### config.mk
export PLATFORM = sky130hd
export DESIGN_NAME = sound_bank_header_parser
export DESIGN_NICKNAME = d
export VERILOG_FILES = /design/src/rtl/sbhp_pkg.sv /design/src/rtl/sbhp_core.sv /design/src/rtl/sound_bank_header_parser.sv
export SDC_FILE = /design/constraint.sdc
export NUM_CORES = 2
export LEC_CHECK = 0
export BUFFER_PORTS_ARGS = -buffer_cell sky130_fd_sc_hd__clkbuf_2
export CORE_UTILIZATION = 41
export CTS_BUF_LIST = sky130_fd_sc_hd__clkbuf_2
export CTS_CLUSTER_DIAMETER = 40
export CTS_CLUSTER_SIZE = 14
export DETAILED_ROUTE_END_ITERATION = 10
export GPL_TIMING_DRIVEN = 1
export PLACE_DENSITY_LB_ADDON = 0.08
export SKIP_LAST_GASP = 1
export SLEW_MARGIN = 20
export SYNTH_ARGS = -nofsm -noshare
export SYNTH_HDL_FRONTEND = slang
export SYNTH_SLANG_ARGS = --single-unit
### constraint.sdc
create_clock -name clk -period 23.5 [get_ports clk]
set_input_delay 3.525 -clock clk [delete_from_list [all_inputs] [get_ports clk]]
set_output_delay 3.525 -clock clk [all_outputs]
set_load 0.005 [all_outputs]
### src/rtl/sbhp_pkg.sv
// ----------------------------------------------------------------------------
// sbhp_pkg
// Shared types, constants and lookup functions of the sound-bank header parser.
// ----------------------------------------------------------------------------
`default_nettype none

package sbhp_pkg;

    localparam int unsigned KIND_W  = 2;
    localparam int unsigned FREQ_W  = 17;
    localparam int unsigned CHAN_W  = 4;
    localparam int unsigned LEN_W   = 30;
    localparam int unsigned CTYPE_W = 7;
    localparam int unsigned CSIZE_W = 24;

    // record kinds
    localparam logic [KIND_W-1:0] KIND_HEADER = 2'd0;
    localparam logic [KIND_W-1:0] KIND_SAMPLE = 2'd1;
    localparam logic [KIND_W-1:0] KIND_CHUNK  = 2'd2;
    localparam logic [KIND_W-1:0] KIND_ERROR  = 2'd3;

    typedef struct packed {
        logic [KIND_W-1:0]  record_kind;
        logic [31:0]        entry_index;
        logic [31:0]        headers_bytes;
        logic [31:0]        names_bytes;
        logic [31:0]        data_bytes;
        logic [31:0]        mode_value;
        logic [FREQ_W-1:0]  frequency_hz;
        logic [CHAN_W-1:0]  channel_count;
        logic [31:0]        data_offset;
        logic [LEN_W-1:0]   sample_length;
        logic [CTYPE_W-1:0] chunk_type;
        logic [CSIZE_W-1:0] chunk_size;
    } rec_t;

    // file signature, one byte per position
    function automatic logic [7:0] sig_byte(input logic [1:0] idx);
        logic [7:0] b;
        case (idx)
            2'd0:    b = 8'h46;
            2'd1:    b = 8'h53;
            2'd2:    b = 8'h42;
            default: b = 8'h35;
        endcase
        return b;
    endfunction

    function automatic logic [FREQ_W-1:0] freq_lookup(input logic [3:0] code);
        logic [FREQ_W-1:0] f;
        case (code)
            4'd0:    f = 17'd4000;
            4'd1:    f = 17'd8000;
            4'd2:    f = 17'd11000;
            4'd3:    f = 17'd12000;
            4'd4:    f = 17'd16000;
            4'd5:    f = 17'd22050;
            4'd6:    f = 17'd24000;
            4'd7:    f = 17'd32000;
            4'd9:    f = 17'd48000;
            4'd10:   f = 17'd96000;
            default: f = 17'd44100;
        endcase
        return f;
    endfunction

    function automatic logic [CHAN_W-1:0] chan_lookup(input logic [1:0] code);
        logic [CHAN_W-1:0] c;
        case (code)
            2'd0:    c = 4'd1;
            2'd1:    c = 4'd2;
            2'd2:    c = 4'd6;
            default: c = 4'd8;
        endcase
        return c;
    endfunction

endpackage

`default_nettype wire

### src/rtl/sbhp_core.sv
// ----------------------------------------------------------------------------
// sbhp_core
// Parser state and the per-byte next-state / record decode.
// ----------------------------------------------------------------------------
`default_nettype none

module sbhp_core (
    input  wire logic         clk,
    input  wire logic         rst_n,
    input  wire logic         step,
    input  wire logic [7:0]   data_byte,
    input  wire logic         first_byte,
    output logic              rec_valid,
    output sbhp_pkg::rec_t    rec
);
    import sbhp_pkg::*;

    localparam logic [2:0] PH_IDLE    = 3'd0;
    localparam logic [2:0] PH_HEADER  = 3'd1;
    localparam logic [2:0] PH_SAMPLE  = 3'd2;
    localparam logic [2:0] PH_CHUNK   = 3'd3;
    localparam logic [2:0] PH_PAYLOAD = 3'd4;

    localparam logic [7:0] POS_SIG_END   = 8'd4;
    localparam logic [7:0] POS_WORDS_END = 8'd28;
    localparam logic [7:0] POS_VERSION   = 8'd7;
    localparam logic [7:0] POS_COUNT     = 8'd11;
    localparam logic [7:0] POS_HEADERS   = 8'd15;
    localparam logic [7:0] POS_NAMES     = 8'd19;
    localparam logic [7:0] POS_DATA      = 8'd23;
    localparam logic [7:0] POS_LAST_OLD  = 8'd63;
    localparam logic [7:0] POS_LAST_NEW  = 8'd59;

    logic [2:0]         phase_reg, phase_next;
    logic [7:0]         pos_reg, pos_next;
    logic [63:0]        shift_reg, shift_next;
    logic               old_reg, old_next;
    logic [31:0]        total_reg, total_next;
    logic [31:0]        count_reg, count_next;
    logic [31:0]        hleft_reg, hleft_next;
    logic [CSIZE_W-1:0] pay_reg, pay_next;
    logic               more_reg, more_next;
    logic [63:0]        saved_reg, saved_next;

    always_comb
    begin
        logic [31:0] w;
        logic [7:0]  last;
        logic [2:0]  p3;
        logic [1:0]  p2;
        logic        chunk_done;

        w          = '0;
        last       = '0;
        p3         = '0;
        p2         = '0;
        chunk_done = 1'b0;
        rec_valid  = 1'b0;
        rec        = '0;

        if (first_byte)
        begin
            phase_next = PH_HEADER;
            pos_next   = '0;
            shift_next = '0;
            old_next   = 1'b0;
            total_next = '0;
            count_next = '0;
            hleft_next = '0;
            pay_next   = '0;
            more_next  = 1'b0;
            saved_next = '0;
        end
        else
        begin
            phase_next = phase_reg;
            pos_next   = pos_reg;
            shift_next = shift_reg;
            old_next   = old_reg;
            total_next = total_reg;
            count_next = count_reg;
            hleft_next = hleft_reg;
            pay_next   = pay_reg;
            more_next  = more_reg;
            saved_next = saved_reg;
        end

        case (phase_next)
            PH_IDLE:
            begin
            end
            PH_HEADER:
            begin
                if (pos_next < POS_SIG_END && data_byte != sig_byte(pos_next[1:0]))
                begin
                    rec_valid       = 1'b1;
                    rec.record_kind = KIND_ERROR;
                    phase_next      = PH_IDLE;
                end
                else
                begin
                    if (pos_next >= POS_SIG_END && pos_next < POS_WORDS_END)
                    begin
                        if (pos_next[1:0] == 2'd0)
                            shift_next = '0;
                        shift_next[{pos_next[1:0], 3'b000} +: 8] =
                            shift_next[{pos_next[1:0], 3'b000} +: 8] | data_byte;
                        w = shift_next[31:0];
                        case (pos_next)
                            POS_VERSION: old_next = (w == '0);
                            POS_COUNT:   total_next = w;
                            POS_HEADERS: hleft_next = w;
                            POS_NAMES:   saved_next[31:0] = w;
                            POS_DATA:    saved_next[63:32] = w;
                            default:     ;
                        endcase
                    end
                    last = old_next ? POS_LAST_OLD : POS_LAST_NEW;
                    if (pos_next >= last)
                    begin
                        rec_valid         = 1'b1;
                        rec.record_kind   = KIND_HEADER;
                        rec.entry_index   = total_next;
                        rec.headers_bytes = hleft_next;
                        rec.names_bytes   = saved_next[31:0];
                        rec.data_bytes    = saved_next[63:32];
                        rec.mode_value    = shift_next[31:0];
                        count_next        = '0;
                        pos_next          = '0;
                        shift_next        = '0;
                        phase_next        = (total_next == '0) ? PH_IDLE : PH_SAMPLE;
                    end
                    else
                        pos_next = pos_next + 8'd1;
                end
            end
            default:
            begin
                if (hleft_next == '0)
                begin
                    // headers region overrun
                    rec_valid       = 1'b1;
                    rec.record_kind = KIND_ERROR;
                    phase_next      = PH_IDLE;
                end
                else
                begin
                    hleft_next = hleft_next - 32'd1;
                    case (phase_next)
                        PH_PAYLOAD:
                        begin
                            pay_next   = pay_next - 24'd1;
                            chunk_done = (pay_next == '0);
                        end
                        PH_SAMPLE:
                        begin
                            p3 = pos_next[2:0];
                            shift_next[{p3, 3'b000} +: 8] =
                                shift_next[{p3, 3'b000} +: 8] | data_byte;
                            if (p3 == 3'd7)
                            begin
                                rec_valid         = 1'b1;
                                rec.record_kind   = KIND_SAMPLE;
                                rec.entry_index   = count_next;
                                rec.frequency_hz  = freq_lookup(shift_next[4:1]);
                                rec.channel_count = chan_lookup(shift_next[6:5]);
                                rec.data_offset   = {shift_next[33:7], 5'b00000};
                                rec.sample_length = shift_next[63:34];
                                more_next         = shift_next[0];
                                chunk_done        = 1'b1;
                            end
                            else
                                pos_next = {5'd0, p3 + 3'd1};
                        end
                        default:
                        begin
                            p2 = pos_next[1:0];
                            shift_next[{p2, 3'b000} +: 8] =
                                shift_next[{p2, 3'b000} +: 8] | data_byte;
                            if (p2 == 2'd3)
                            begin
                                w               = shift_next[31:0];
                                rec_valid       = 1'b1;
                                rec.record_kind = KIND_CHUNK;
                                rec.entry_index = count_next;
                                rec.chunk_type  = w[31:25];
                                rec.chunk_size  = w[24:1];
                                more_next       = w[0];
                                pay_next        = w[24:1];
                                if (w[24:1] != '0)
                                begin
                                    phase_next = PH_PAYLOAD;
                                    pos_next   = '0;
                                    shift_next = '0;
                                end
                                else
                                    chunk_done = 1'b1;
                            end
                            else
                                pos_next = {6'd0, p2 + 2'd1};
                        end
                    endcase

                    // next chunk word, or on to the next sample (idle after the last one)
                    if (chunk_done)
                    begin
                        pos_next   = '0;
                        shift_next = '0;
                        if (more_next)
                            phase_next = PH_CHUNK;
                        else
                        begin
                            count_next = count_next + 32'd1;
                            phase_next = (count_next >= total_next) ? PH_IDLE : PH_SAMPLE;
                        end
                    end
                end
            end
        endcase
    end

    always_ff @(posedge clk or negedge rst_n)
    begin
        if (!rst_n)
        begin
            phase_reg <= PH_IDLE;
            pos_reg   <= '0;
            shift_reg <= '0;
            old_reg   <= 1'b0;
            total_reg <= '0;
            count_reg <= '0;
            hleft_reg <= '0;
            pay_reg   <= '0;
            more_reg  <= 1'b0;
            saved_reg <= '0;
        end
        else if (step)
        begin
            phase_reg <= phase_next;
            pos_reg   <= pos_next;
            shift_reg <= shift_next;
            old_reg   <= old_next;
            total_reg <= total_next;
            count_reg <= count_next;
            hleft_reg <= hleft_next;
            pay_reg   <= pay_next;
            more_reg  <= more_next;
            saved_reg <= saved_next;
        end
    end

endmodule

`default_nettype wire

### src/rtl/sound_bank_header_parser.sv
// ----------------------------------------------------------------------------
// sound_bank_header_parser
// Byte-stream parser for sound-bank file headers and sample entries.
//
// Input stream: one file byte per request on s_axis; s_axis_tuser marks the
// first byte of a new file and restarts the parser from any state.
// Output stream: one record per parsed unit on m_axis (file header, sample
// entry, meta chunk or format error), kind in m_axis_tuser. Bytes that
// complete no unit produce nothing.
// Path: an accepted byte is held in the input register, decoded, and its
// record is captured in the output register (visible on m_axis after that).
// Throughput: one byte per cycle while records are taken; every byte takes
// one pass through the single decode stage before the record register.
// A held record (m_axis_tready low) still lets one more byte into the input
// register; further bytes wait until the record is taken.
// Reset: parser idle, both registers empty; bytes before a first-byte mark
// are dropped.
// ----------------------------------------------------------------------------
`default_nettype none

module sound_bank_header_parser (
    input  wire logic         clk,
    input  wire logic         rst_n,
    input  wire logic         s_axis_tvalid,
    output logic              s_axis_tready,
    input  wire logic [7:0]   s_axis_tdata,   // [7:0] data_byte
    input  wire logic         s_axis_tuser,   // first_byte
    output logic              m_axis_tvalid,
    input  wire logic         m_axis_tready,
    // [31:0] entry_index, [63:32] headers_bytes, [95:64] names_bytes,
    // [127:96] data_bytes, [159:128] mode_value, [176:160] frequency_hz,
    // [180:177] channel_count, [212:181] data_offset, [242:213] sample_length,
    // [249:243] chunk_type, [273:250] chunk_size, [279:274] zero
    output logic [279:0]      m_axis_tdata,
    output logic [1:0]        m_axis_tuser    // record_kind
);
    import sbhp_pkg::*;

    logic       in_valid_reg;
    logic [7:0] in_byte_reg;
    logic       in_first_reg;
    logic       step;
    logic       rec_valid;
    rec_t       rec;
    logic       out_valid_reg, out_valid_next;
    rec_t       out_rec_reg;

    assign step          = in_valid_reg && (!out_valid_reg || m_axis_tready);
    assign s_axis_tready = !in_valid_reg || step;

    always_ff @(posedge clk or negedge rst_n)
    begin
        if (!rst_n)
            in_valid_reg <= 1'b0;
        else if (s_axis_tready)
            in_valid_reg <= s_axis_tvalid;
    end

    always_ff @(posedge clk)
    begin
        if (s_axis_tready && s_axis_tvalid)
        begin
            in_byte_reg  <= s_axis_tdata;
            in_first_reg <= s_axis_tuser;
        end
    end

    sbhp_core u_core (
        .clk        (clk),
        .rst_n      (rst_n),
        .step       (step),
        .data_byte  (in_byte_reg),
        .first_byte (in_first_reg),
        .rec_valid  (rec_valid),
        .rec        (rec)
    );

    always_comb
    begin
        out_valid_next = out_valid_reg && !m_axis_tready;
        if (step)
            out_valid_next = rec_valid;
    end

    always_ff @(posedge clk or negedge rst_n)
    begin
        if (!rst_n)
            out_valid_reg <= 1'b0;
        else
            out_valid_reg <= out_valid_next;
    end

    always_ff @(posedge clk)
    begin
        if (step && rec_valid)
            out_rec_reg <= rec;
    end

    assign m_axis_tvalid = out_valid_reg;
    assign m_axis_tuser  = out_rec_reg.record_kind;
    assign m_axis_tdata  = {6'd0,
                            out_rec_reg.chunk_size,
                            out_rec_reg.chunk_type,
                            out_rec_reg.sample_length,
                            out_rec_reg.data_offset,
                            out_rec_reg.channel_count,
                            out_rec_reg.frequency_hz,
                            out_rec_reg.mode_value,
                            out_rec_reg.data_bytes,
                            out_rec_reg.names_bytes,
                            out_rec_reg.headers_bytes,
                            out_rec_reg.entry_index};

endmodule

`default_nettype wire
# Word-level counts from Yosys, hierarchy flattened
# Memories as Yosys holds them, arrays and structs flattened. A register that Yosys moved wholly into a read port is not among the register bits.
# Index checks and enable logic that the tools add are counted.
totals:
  output_inout_bits: 284
  romBits: 256
  regBits: 548
  latch_bits: 0
  ramBits: 0
  mem_count: 1
memory_table:
  columns: ["memory", "depth", "width", "rd", "rd_ports_with_merged_regs", "write_ports", "line_no", "source"]
  rows:
  - ["(name not given)", 16, 16, 1, 1, 0, "sbhp_pkg.sv:51", "case (code)"]
classes:
  magnitude_cmp: 5
  n_mux: 111
  addsub: 8
  n_div: 0
  mul: 0
  n_bitwise: 8
  eq_ne: 15
  shifts: 8
  n_reduce_logical: 25
op_table:
  columns: ["operator", "count"]
  rows:
  - ["64-bit 2-to-1 mux", 16]
  - ["32-bit 2-to-1 mux", 21]
  - ["160-bit 2-to-1 mux", 2]
  - ["64-bit case mux with 2 select lines", 2]
  - ["64-bit bitwise mux", 3]
  - ["34-bit case mux with 2 select lines", 2]
  - ["32-bit case mux with 2 select lines", 2]
  - ["64-bit by 6-bit indexed part select with 8-bit output", 2]
  - ["8-bit by 7-bit indexed part select with 64-bit output", 2]
  - ["32-bit logical NOT", 3]
  - ["24-bit 2-to-1 mux", 4]
  - ["8-bit 2-to-1 mux", 9]
  - ["8-bit by 7-bit variable shift with 64-bit output (first input constant)", 1]
  - ["8-bit by 8-bit variable shift with 64-bit output (first input constant)", 1]
  - ["64-bit by 7-bit indexed part select with 8-bit output", 1]
  - ["8-bit by 8-bit indexed part select with 64-bit output", 1]
  - ["24-bit case mux with 2 select lines", 1]
  - ["34-bit 2-to-1 mux", 1]
  - ["33-bit 2-to-1 mux", 1]
  - ["32-bit by 1-bit adder with 32-bit output (second input constant)", 1]
  - ["32-bit >= comparator", 1]
  - ["8-bit case mux with 2 select lines", 2]
  - ["32-bit by 1-bit subtractor with 32-bit output (second input constant)", 1]
  - ["3-bit 2-to-1 mux", 10]
  - ["39 further kinds", 90]

# Longest topological paths before layout
logic_depth:
  ltp_word: 23
  ltp_mapped: 27
  depth_no_buf: 21

# Cells and area by module
# A second synthesis with hierarchy kept.
hier_totals:
  cells_unflattened: 3625
  hier_area_um2: 31936.9
by_module_without_submodules:
  columns: ["mod", "seq_area_each_um2", "instances", "cells_per_inst", "area_per_inst_um2"]
  rows:
  - ["sbhp_core", 6531.3, 1, 3323, 23218.5]
  - ["sound_bank_header_parser", 8608.3, 1, 302, 8718.4]

# Worst setup path before layout
# OpenSTA, ideal clock, no wires.
synth_timing:
  kind: "in2reg"
  startpoint: "in m_axis_tready"
  endpoint: "reg out_valid_reg (netlist: m_axis_tvalid)"
  setup_slack_ps: 4485
  path_buffers: 2
  path_stages: 6
  t_arrival_ps: 18855
  setup_ps: 160
  path_cell_list: "nand2b_1 -> nand2_1 -> clkbuf_1 -> clkbuf_1 -> a31oi_1 -> or2_2"
synth_between:
  elab_chain_len: 3
  word_cells_on_any_way: 5
synth_rtl:
  columns: ["element", "line_no", "source"]
  rows:
  - ["start, declared", "sound_bank_header_parser.sv:29", "input wire logic m_axis_tready,"]
  - ["1-bit logical NOT or 1-bit logical OR (tied branches)", "sound_bank_header_parser.sv:80, sound_bank_header_parser.sv:48", null]
  - ["1-bit logical AND (on tied branches)", "sound_bank_header_parser.sv:80, sound_bank_header_parser.sv:48", null]
  - ["1-bit 2-to-1 mux (*)", "sound_bank_header_parser.sv:81", "if (step)"]
  - ["named net out_valid_next", "sound_bank_header_parser.sv:45", "logic out_valid_reg, out_valid_next;"]
  - ["end signal, assigned", "sound_bank_header_parser.sv:90", "out_valid_reg <= out_valid_next;"]
  - ["end, declared", "sound_bank_header_parser.sv:45", null]
# Mark *: on every way through the listed nets, which the timed path passes. The rest lies on a longest branch.
# A chain may end at the register's enable or synchronous reset.

# Final worst setup path
layout_timing:
  startpoint: "reg in_first_reg"
  endpoint: "reg u_core.shift_reg[10]"
layout_between:
  elab_chain_len: 20
  word_cells_on_any_way: 70
layout_rtl:
  columns: ["element", "line_no", "source"]
  rows:
  - ["start, declared", "sound_bank_header_parser.sv:41", "logic in_first_reg;"]
  - ["start signal, assigned", "sound_bank_header_parser.sv:64", "in_first_reg <= s_axis_tuser;"]
  - ["8-bit 2-to-1 mux", "sbhp_core.sv:61", "if (first_byte)"]
  - ["2-bit logical NOT", "sbhp_pkg.sv:40, sbhp_core.sv:104", null]
  - ["64-bit 2-to-1 mux", "sbhp_core.sv:104", "if (pos_next[1:0] == 2'd0)"]
  - ["64-bit 2-to-1 mux", "sbhp_core.sv:102", "if (pos_next >= POS_SIG_END && pos_next < POS_WORDS_END)"]
  - ["64-bit 2-to-1 mux", "sbhp_core.sv:94", "if (pos_next < POS_SIG_END && data_byte != sig_byte(pos_next[1:0]))"]
  - ["64-bit 2-to-1 mux", "sbhp_core.sv:88", "case (phase_next)"]
  - ["64-bit by 6-bit indexed part select with 8-bit output", "sbhp_core.sv:107", "shift_next[{pos_next[1:0], 3'b000} +: 8] | data_byte;"]
  - ["8-bit OR", "sbhp_core.sv:107", null]
  - ["[... 4 more ...]", null, null]
  - ["1-bit 2-to-1 mux", "sbhp_core.sv:102", null]
  - ["1-bit 2-to-1 mux", "sbhp_core.sv:94", null]
  - ["1-bit 2-to-1 mux", "sbhp_core.sv:88", null]
  - ["3-bit 2-to-1 mux", "sbhp_core.sv:118", "last = old_next ? POS_LAST_OLD : POS_LAST_NEW;"]
  - ["8-bit >= comparator", "sbhp_core.sv:119", "if (pos_next >= last)"]
  - ["64-bit 2-to-1 mux", "sbhp_core.sv:119", null]
  - ["64-bit 2-to-1 mux", "sbhp_core.sv:94", null]
  - ["64-bit case mux with 2 select lines (*)", "sbhp_core.sv:88", null]
  - ["end signal, assigned", "sbhp_core.sv:241", "shift_reg <= shift_next;"]
  - ["end, declared", "sbhp_core.sv:36", "logic [63:0] shift_reg, shift_next;"]
# Mark *: on every way between the ends. The rest lies on a longest branch, timed or not. The select of a mux whose other input is x is not followed.

==> impl_metrics.xml <==
<?xml version="1.0" encoding="UTF-8"?>
<metrics>
  <group name="sta">
    <metric name="finalWorstPathRequiredPeriod" unit="ns">8.20</metric>
    <metric name="report.final.slew_viol_count" unit="">0</metric>
    <metric name="report.final.setup_viol" unit="">0</metric>
    <metric name="fin_tns_setup" unit="ns">0</metric>
    <metric name="hold_viol" unit="">0</metric>
    <metric name="peak_freq" unit="MHz">122</metric>
    <metric name="tightestPinTransition" unit="ns">1.30</metric>
    <metric name="final.hold.worst_slack" unit="ns">0.504</metric>
    <metric name="unrepaired_setup_endpoints_after_global_routing" unit="">no</metric>
    <metric name="clock_skew" unit="ns">0.193</metric>
    <metric name="slew_headroom" unit="%">12.9</metric>
    <metric name="timing.final.ws_setup" unit="ns">15.30</metric>
    <metric name="period_utilization" unit="%">34.9</metric>
  </group>
  <group name="setup_path">
    <metric name="worst_path_dominant_cell_family" unit="">simple AND/OR/NAND/NOR gates</metric>
    <metric name="critical_path.startpoint_type" unit="">flop</metric>
    <metric name="cp_slowest_cell" unit="">sky130_fd_sc_hd__and2b_1</metric>
    <metric name="cp_data_required_time" unit="ns">24.61</metric>
    <metric name="worstPathBufferInverterCount" unit="">5</metric>
    <metric name="reg2regPathDepth" unit="">25</metric>
    <metric name="worst_stage_delay_on_the_critical_path" unit="ns">0.69</metric>
    <metric name="crit-reg2reg-capture" unit="">u_core.shift_reg[10]</metric>
    <metric name="critical-path-top-cell-by-count" unit="">sky130_fd_sc_hd__buf_4</metric>
    <metric name="ff2ff_setup_slack" unit="ns">15.30</metric>
    <metric name="critical_path.max_fanout" unit="">30</metric>
    <metric name="critical_path.reg2reg.startpoint" unit="">in_first_reg</metric>
    <metric name="arrival" unit="ns">9.31</metric>
    <metric name="timing_worst_setup_path_type" unit="">flop to flop</metric>
    <metric name="timing.critical_path.to_type" unit="">flop</metric>
  </group>
  <group name="finish">
    <metric name="fin_nets" unit="">3781</metric>
    <metric name="largest_reg_flops" unit="">267</metric>
    <metric name="postLayoutCellArea" unit="um^2">35700</metric>
    <metric name="fillers" unit="">7522</metric>
    <metric name="final_core_util" unit="%">46.9</metric>
    <metric name="post_layout_instance_count_excluding_filler_cells" unit="">4835</metric>
    <metric name="drive_gt1_share" unit="%">18.3</metric>
    <metric name="area_growth_from_synthesis_to_layout" unit="%">12.9</metric>
  </group>
  <group name="clocking">
    <metric name="clk-insertion-delay-late" unit="ns">1.29</metric>
    <metric name="cts-root-buf" unit="">sky130_fd_sc_hd__clkbuf_2</metric>
    <metric name="cts.reportedPaths.clkPinSlew" unit="ns">0.17</metric>
    <metric name="tritoncts_clock_tree" unit="">built</metric>
    <metric name="cts.sinks" unit="">541</metric>
    <metric name="clockBufferDepth" unit="">3</metric>
    <metric name="tritoncts.num_buffers" unit="">97</metric>
    <metric name="post_cts_resize_count" unit="">0</metric>
    <metric name="ctsHoldBuffers" unit="">0</metric>
    <metric name="cts_post_setup_buffers_inserted" unit="">0</metric>
    <metric name="h-tree-depth" unit="">3</metric>
  </group>
  <group name="synth">
    <metric name="synthArstFlopShare" unit="%">48.6</metric>
    <metric name="synth_edf_count" unit="">278</metric>
    <metric name="synth_warnings" unit="">0</metric>
    <metric name="synth_sequential_area_ratio" unit="%">47.3</metric>
    <metric name="dominantRegCellSynth" unit="">sky130_fd_sc_hd__edfxtp_1</metric>
    <metric name="synth-seq-cells" unit="">541</metric>
    <metric name="synth.area.top_cells" unit="">sky130_fd_sc_hd__edfxtp_1 (26%), sky130_fd_sc_hd__dfrtp_1 (21%), sky130_fd_sc_hd__nor2_1 (5.3%)</metric>
    <metric name="post-synth-top-area-fraction" unit="%">26.4</metric>
    <metric name="yosys.cell_types.count" unit="">100</metric>
    <metric name="netlist_instances" unit="">3482</metric>
    <metric name="synth_top_area_cell" unit="">sky130_fd_sc_hd__edfxtp_1</metric>
    <metric name="mappedNetlistArea" unit="um^2">31600</metric>
    <metric name="avgSynthCellArea" unit="um^2">9.07</metric>
  </group>
  <group name="placement">
    <metric name="place.detailed.hpwl" unit="um">109000</metric>
    <metric name="gp_routability_congestion" unit="">1.04</metric>
    <metric name="post-place-cells" unit="">4645</metric>
    <metric name="placement_setup_slack" unit="ns">15.64</metric>
    <metric name="io_buffers" unit="">284</metric>
    <metric name="dpl_cell_area" unit="um^2">34300</metric>
  </group>
  <group name="floorplanning">
    <metric name="pin_count" unit="">297</metric>
    <metric name="num_rows" unit="">101</metric>
    <metric name="die_y" unit="um">280</metric>
    <metric name="start_util" unit="%">41.5</metric>
    <metric name="fp.dieW" unit="um">280</metric>
    <metric name="core_area" unit="um^2">76100</metric>
    <metric name="dieArea" unit="um^2">78200</metric>
  </group>
  <group name="route">
    <metric name="dr_pass1_iterations" unit="">6</metric>
    <metric name="drt_iter0_drc" unit="">4543</metric>
    <metric name="avgRoutedWirePerCell" unit="um">32.1</metric>
    <metric name="antenna_left" unit="">0</metric>
    <metric name="drt-vias-per-instance" unit="">6.63</metric>
    <metric name="drc" unit="">0</metric>
    <metric name="final_wirelength" unit="um">155000</metric>
    <metric name="vias" unit="">32100</metric>
  </group>
  <group name="run_status">
    <metric name="run_status" unit="">finished, final reports clean</metric>
  </group>
  <group name="power_and_ir_drop">
    <metric name="vdd_drop_max" unit="mV">0.0475</metric>
    <metric name="leakagePower" unit="nW">13.9</metric>
    <metric name="power_per_cell_area" unit="nW/um^2">80.5</metric>
    <metric name="total_power" unit="mW">2.87</metric>
  </group>
  <group name="min_path">
    <metric name="min_path_type" unit="">flop to flop</metric>
    <metric name="min_delay_worst_endpoint" unit="">u_core.total_reg[24]</metric>
    <metric name="min_from" unit="">u_core.total_reg[24]</metric>
    <metric name="cell_depth_of_the_worst_min_delay_path" unit="">2</metric>
  </group>
  <group name="global_routing">
    <metric name="grt_util_met3" unit="%">9.27</metric>
    <metric name="globalRouteTotalUtil" unit="%">38.6</metric>
    <metric name="gr-usage-met2" unit="%">55.5</metric>
    <metric name="grt_start_max_net_pins" unit="">177</metric>
    <metric name="first_pass_grt_wire_length" unit="um">218000</metric>
    <metric name="grt_antenna_before_repair" unit="">6</metric>
    <metric name="grt_busiest_layer" unit="">met2</metric>
    <metric name="globalRouteOverflowTotal" unit="">0</metric>
    <metric name="number_of_global_route_vias_before_repair" unit="">29800</metric>
    <metric name="met1_usage" unit="%">54.1</metric>
  </group>
  <group name="flow_run">
    <metric name="cap_violations" unit="">0</metric>
  </group>
</metrics>
==> how the worst max path moves through the flow <==
| stage | start | to | slack (ns) | cells past startpoint |
|---|---|---|---|---|
| 6_report | in_first_reg | u_core.shift_reg[10] | 15.30 | 25 |
| 5_1_grt | in_first_reg | u_core.shift_reg[10] | 15.06 | 25 |
| 4_1_cts | in_first_reg | u_core.shift_reg[10] | 15.58 | 25 |
| 3_5_place_dp | in_first_reg | u_core.shift_reg[10] | 15.64 | 25 |
| 3_3_place_gp | in_first_reg | u_core.shift_reg[11] | 15.64 | 25 |
| 2_1_floorplan | m_axis_tready | m_axis_tvalid | 4.48 | 6 |
==> area by class of cell <==
cell class              instances  area (um^2)  share of cell area [%]
multi-input cells            2604        15400                    43.2
repair buffers                414         2420                    6.79
clock inverters                76          845                    2.37
flip-flops and latches        541        14900                    41.8
well taps                    1030         1290                    3.61
inverters                      57          219                   0.614
clock buffers                 108          541                    1.52
diodes                          5         12.5                  0.0351
==> Yosys cell counts (18+ instances only) <==
| master | number |
|---|---|
| sky130_fd_sc_hd__clkbuf_1 | 216 |
| sky130_fd_sc_hd__inv_1 | 52 |
| sky130_fd_sc_hd__o21ai_0 | 223 |
| sky130_fd_sc_hd__and2_1 | 27 |
| sky130_fd_sc_hd__edfxtp_1 | 278 |
| sky130_fd_sc_hd__a22oi_1 | 68 |
| sky130_fd_sc_hd__nand3_1 | 134 |
| sky130_fd_sc_hd__dfrtp_1 | 263 |
| sky130_fd_sc_hd__nand2_1 | 371 |
| sky130_fd_sc_hd__ha_1 | 53 |
| sky130_fd_sc_hd__nand2b_1 | 26 |
| sky130_fd_sc_hd__a22o_1 | 95 |
| sky130_fd_sc_hd__nor4_1 | 33 |
| sky130_fd_sc_hd__a21o_1 | 32 |
| sky130_fd_sc_hd__buf_1 | 27 |
| sky130_fd_sc_hd__buf_2 | 31 |
| sky130_fd_sc_hd__o31ai_1 | 24 |
| sky130_fd_sc_hd__a211oi_1 | 42 |
| sky130_fd_sc_hd__xor2_1 | 18 |
| sky130_fd_sc_hd__nand4_1 | 27 |
| sky130_fd_sc_hd__a221oi_1 | 25 |
| sky130_fd_sc_hd__xnor2_1 | 26 |
| sky130_fd_sc_hd__nor3_1 | 67 |
| sky130_fd_sc_hd__and3_1 | 60 |
| sky130_fd_sc_hd__nor2b_1 | 57 |
| sky130_fd_sc_hd__o22ai_1 | 68 |
| sky130_fd_sc_hd__nor2_1 | 443 |
| sky130_fd_sc_hd__a21oi_1 | 284 |
| sky130_fd_sc_hd__a31oi_1 | 59 |
==> routing by layer <==
layer  up-vias  share of wire, %
met5         -              0.10
met2      2230                42
met1     15900                42
li1      13500                 -
met3       445                11
met4        10               5.2
==> placed cells by master, fill, tap and decap left out, drive strengths merged, types with 25 or more instances in the layout <==
cell type	instances
o21ai	238
a31oi	60
a211oi	42
dfrtp	263
inv	87
ha	53
a21o	32
clkbuf	392
xnor2	26
clkinv	29
and3	60
nand2	371
a221oi	28
nor3	70
edfxtp	278
nor2b	57
nor4	35
nand3	136
o22ai	68
o31ai	25
nand2b	26
a22o	95
buf	130
nand4	27
a21oi	284
and2	28
a22oi	68
nor2	445
==> worst register-to-register path, cell delays in order, from the launching register on <==
cell and delay (ns):
sky130_fd_sc_hd__edfxtp_1 0.39, sky130_fd_sc_hd__buf_4 0.24, sky130_fd_sc_hd__buf_4 0.30, sky130_fd_sc_hd__and2b_1 0.73, sky130_fd_sc_hd__inv_2 0.28, sky130_fd_sc_hd__ha_1 0.30, sky130_fd_sc_hd__buf_4 0.24, sky130_fd_sc_hd__or3b_2 0.49
sky130_fd_sc_hd__a21boi_0 0.25, sky130_fd_sc_hd__nor2_1 0.12, sky130_fd_sc_hd__buf_4 0.24, sky130_fd_sc_hd__o22ai_1 0.38, sky130_fd_sc_hd__nand2_1 0.37, sky130_fd_sc_hd__nand3_1 0.24, sky130_fd_sc_hd__nor3_1 0.06, sky130_fd_sc_hd__a31oi_1 0.21
sky130_fd_sc_hd__ha_1 0.27, sky130_fd_sc_hd__a21o_1 0.17, sky130_fd_sc_hd__a311o_1 0.33, sky130_fd_sc_hd__nand2_1 0.44, sky130_fd_sc_hd__nand3_1 0.35, sky130_fd_sc_hd__o21ai_1 0.59, sky130_fd_sc_hd__nor2_1 0.42, sky130_fd_sc_hd__o21ai_0 0.36
sky130_fd_sc_hd__a311oi_1 0.09, sky130_fd_sc_hd__a211oi_1 0.27
==> power breakdown <==
| part | internal (mW) | leakage, nW | switching, mW |
|---|---|---|---|
| clock network | 0.291 | 0.860 | 0.461 |
| registers | 1.08 | 6.31 | 0.0752 |
| logic | 0.253 | 6.73 | 0.707 |
==> logic make-up (layout without fill, tap and decap cells) <==
group	after synthesis	after routing	share of synthesized area, %
AO/OA/AOI/OAI	1120	1120	23.5
XOR/XNOR	44	44	1.22
adder cells (fa/ha/maj)	53	53	2.10
buffers and inverters	348	655	4.46
flip-flops	541	541	47.3
multiplexers	39	39	1.69
other	1	17	0.0119
AND/OR/NAND/NOR	1336	1336	19.8
Note: power is estimated with default switching activity, not from simulation.
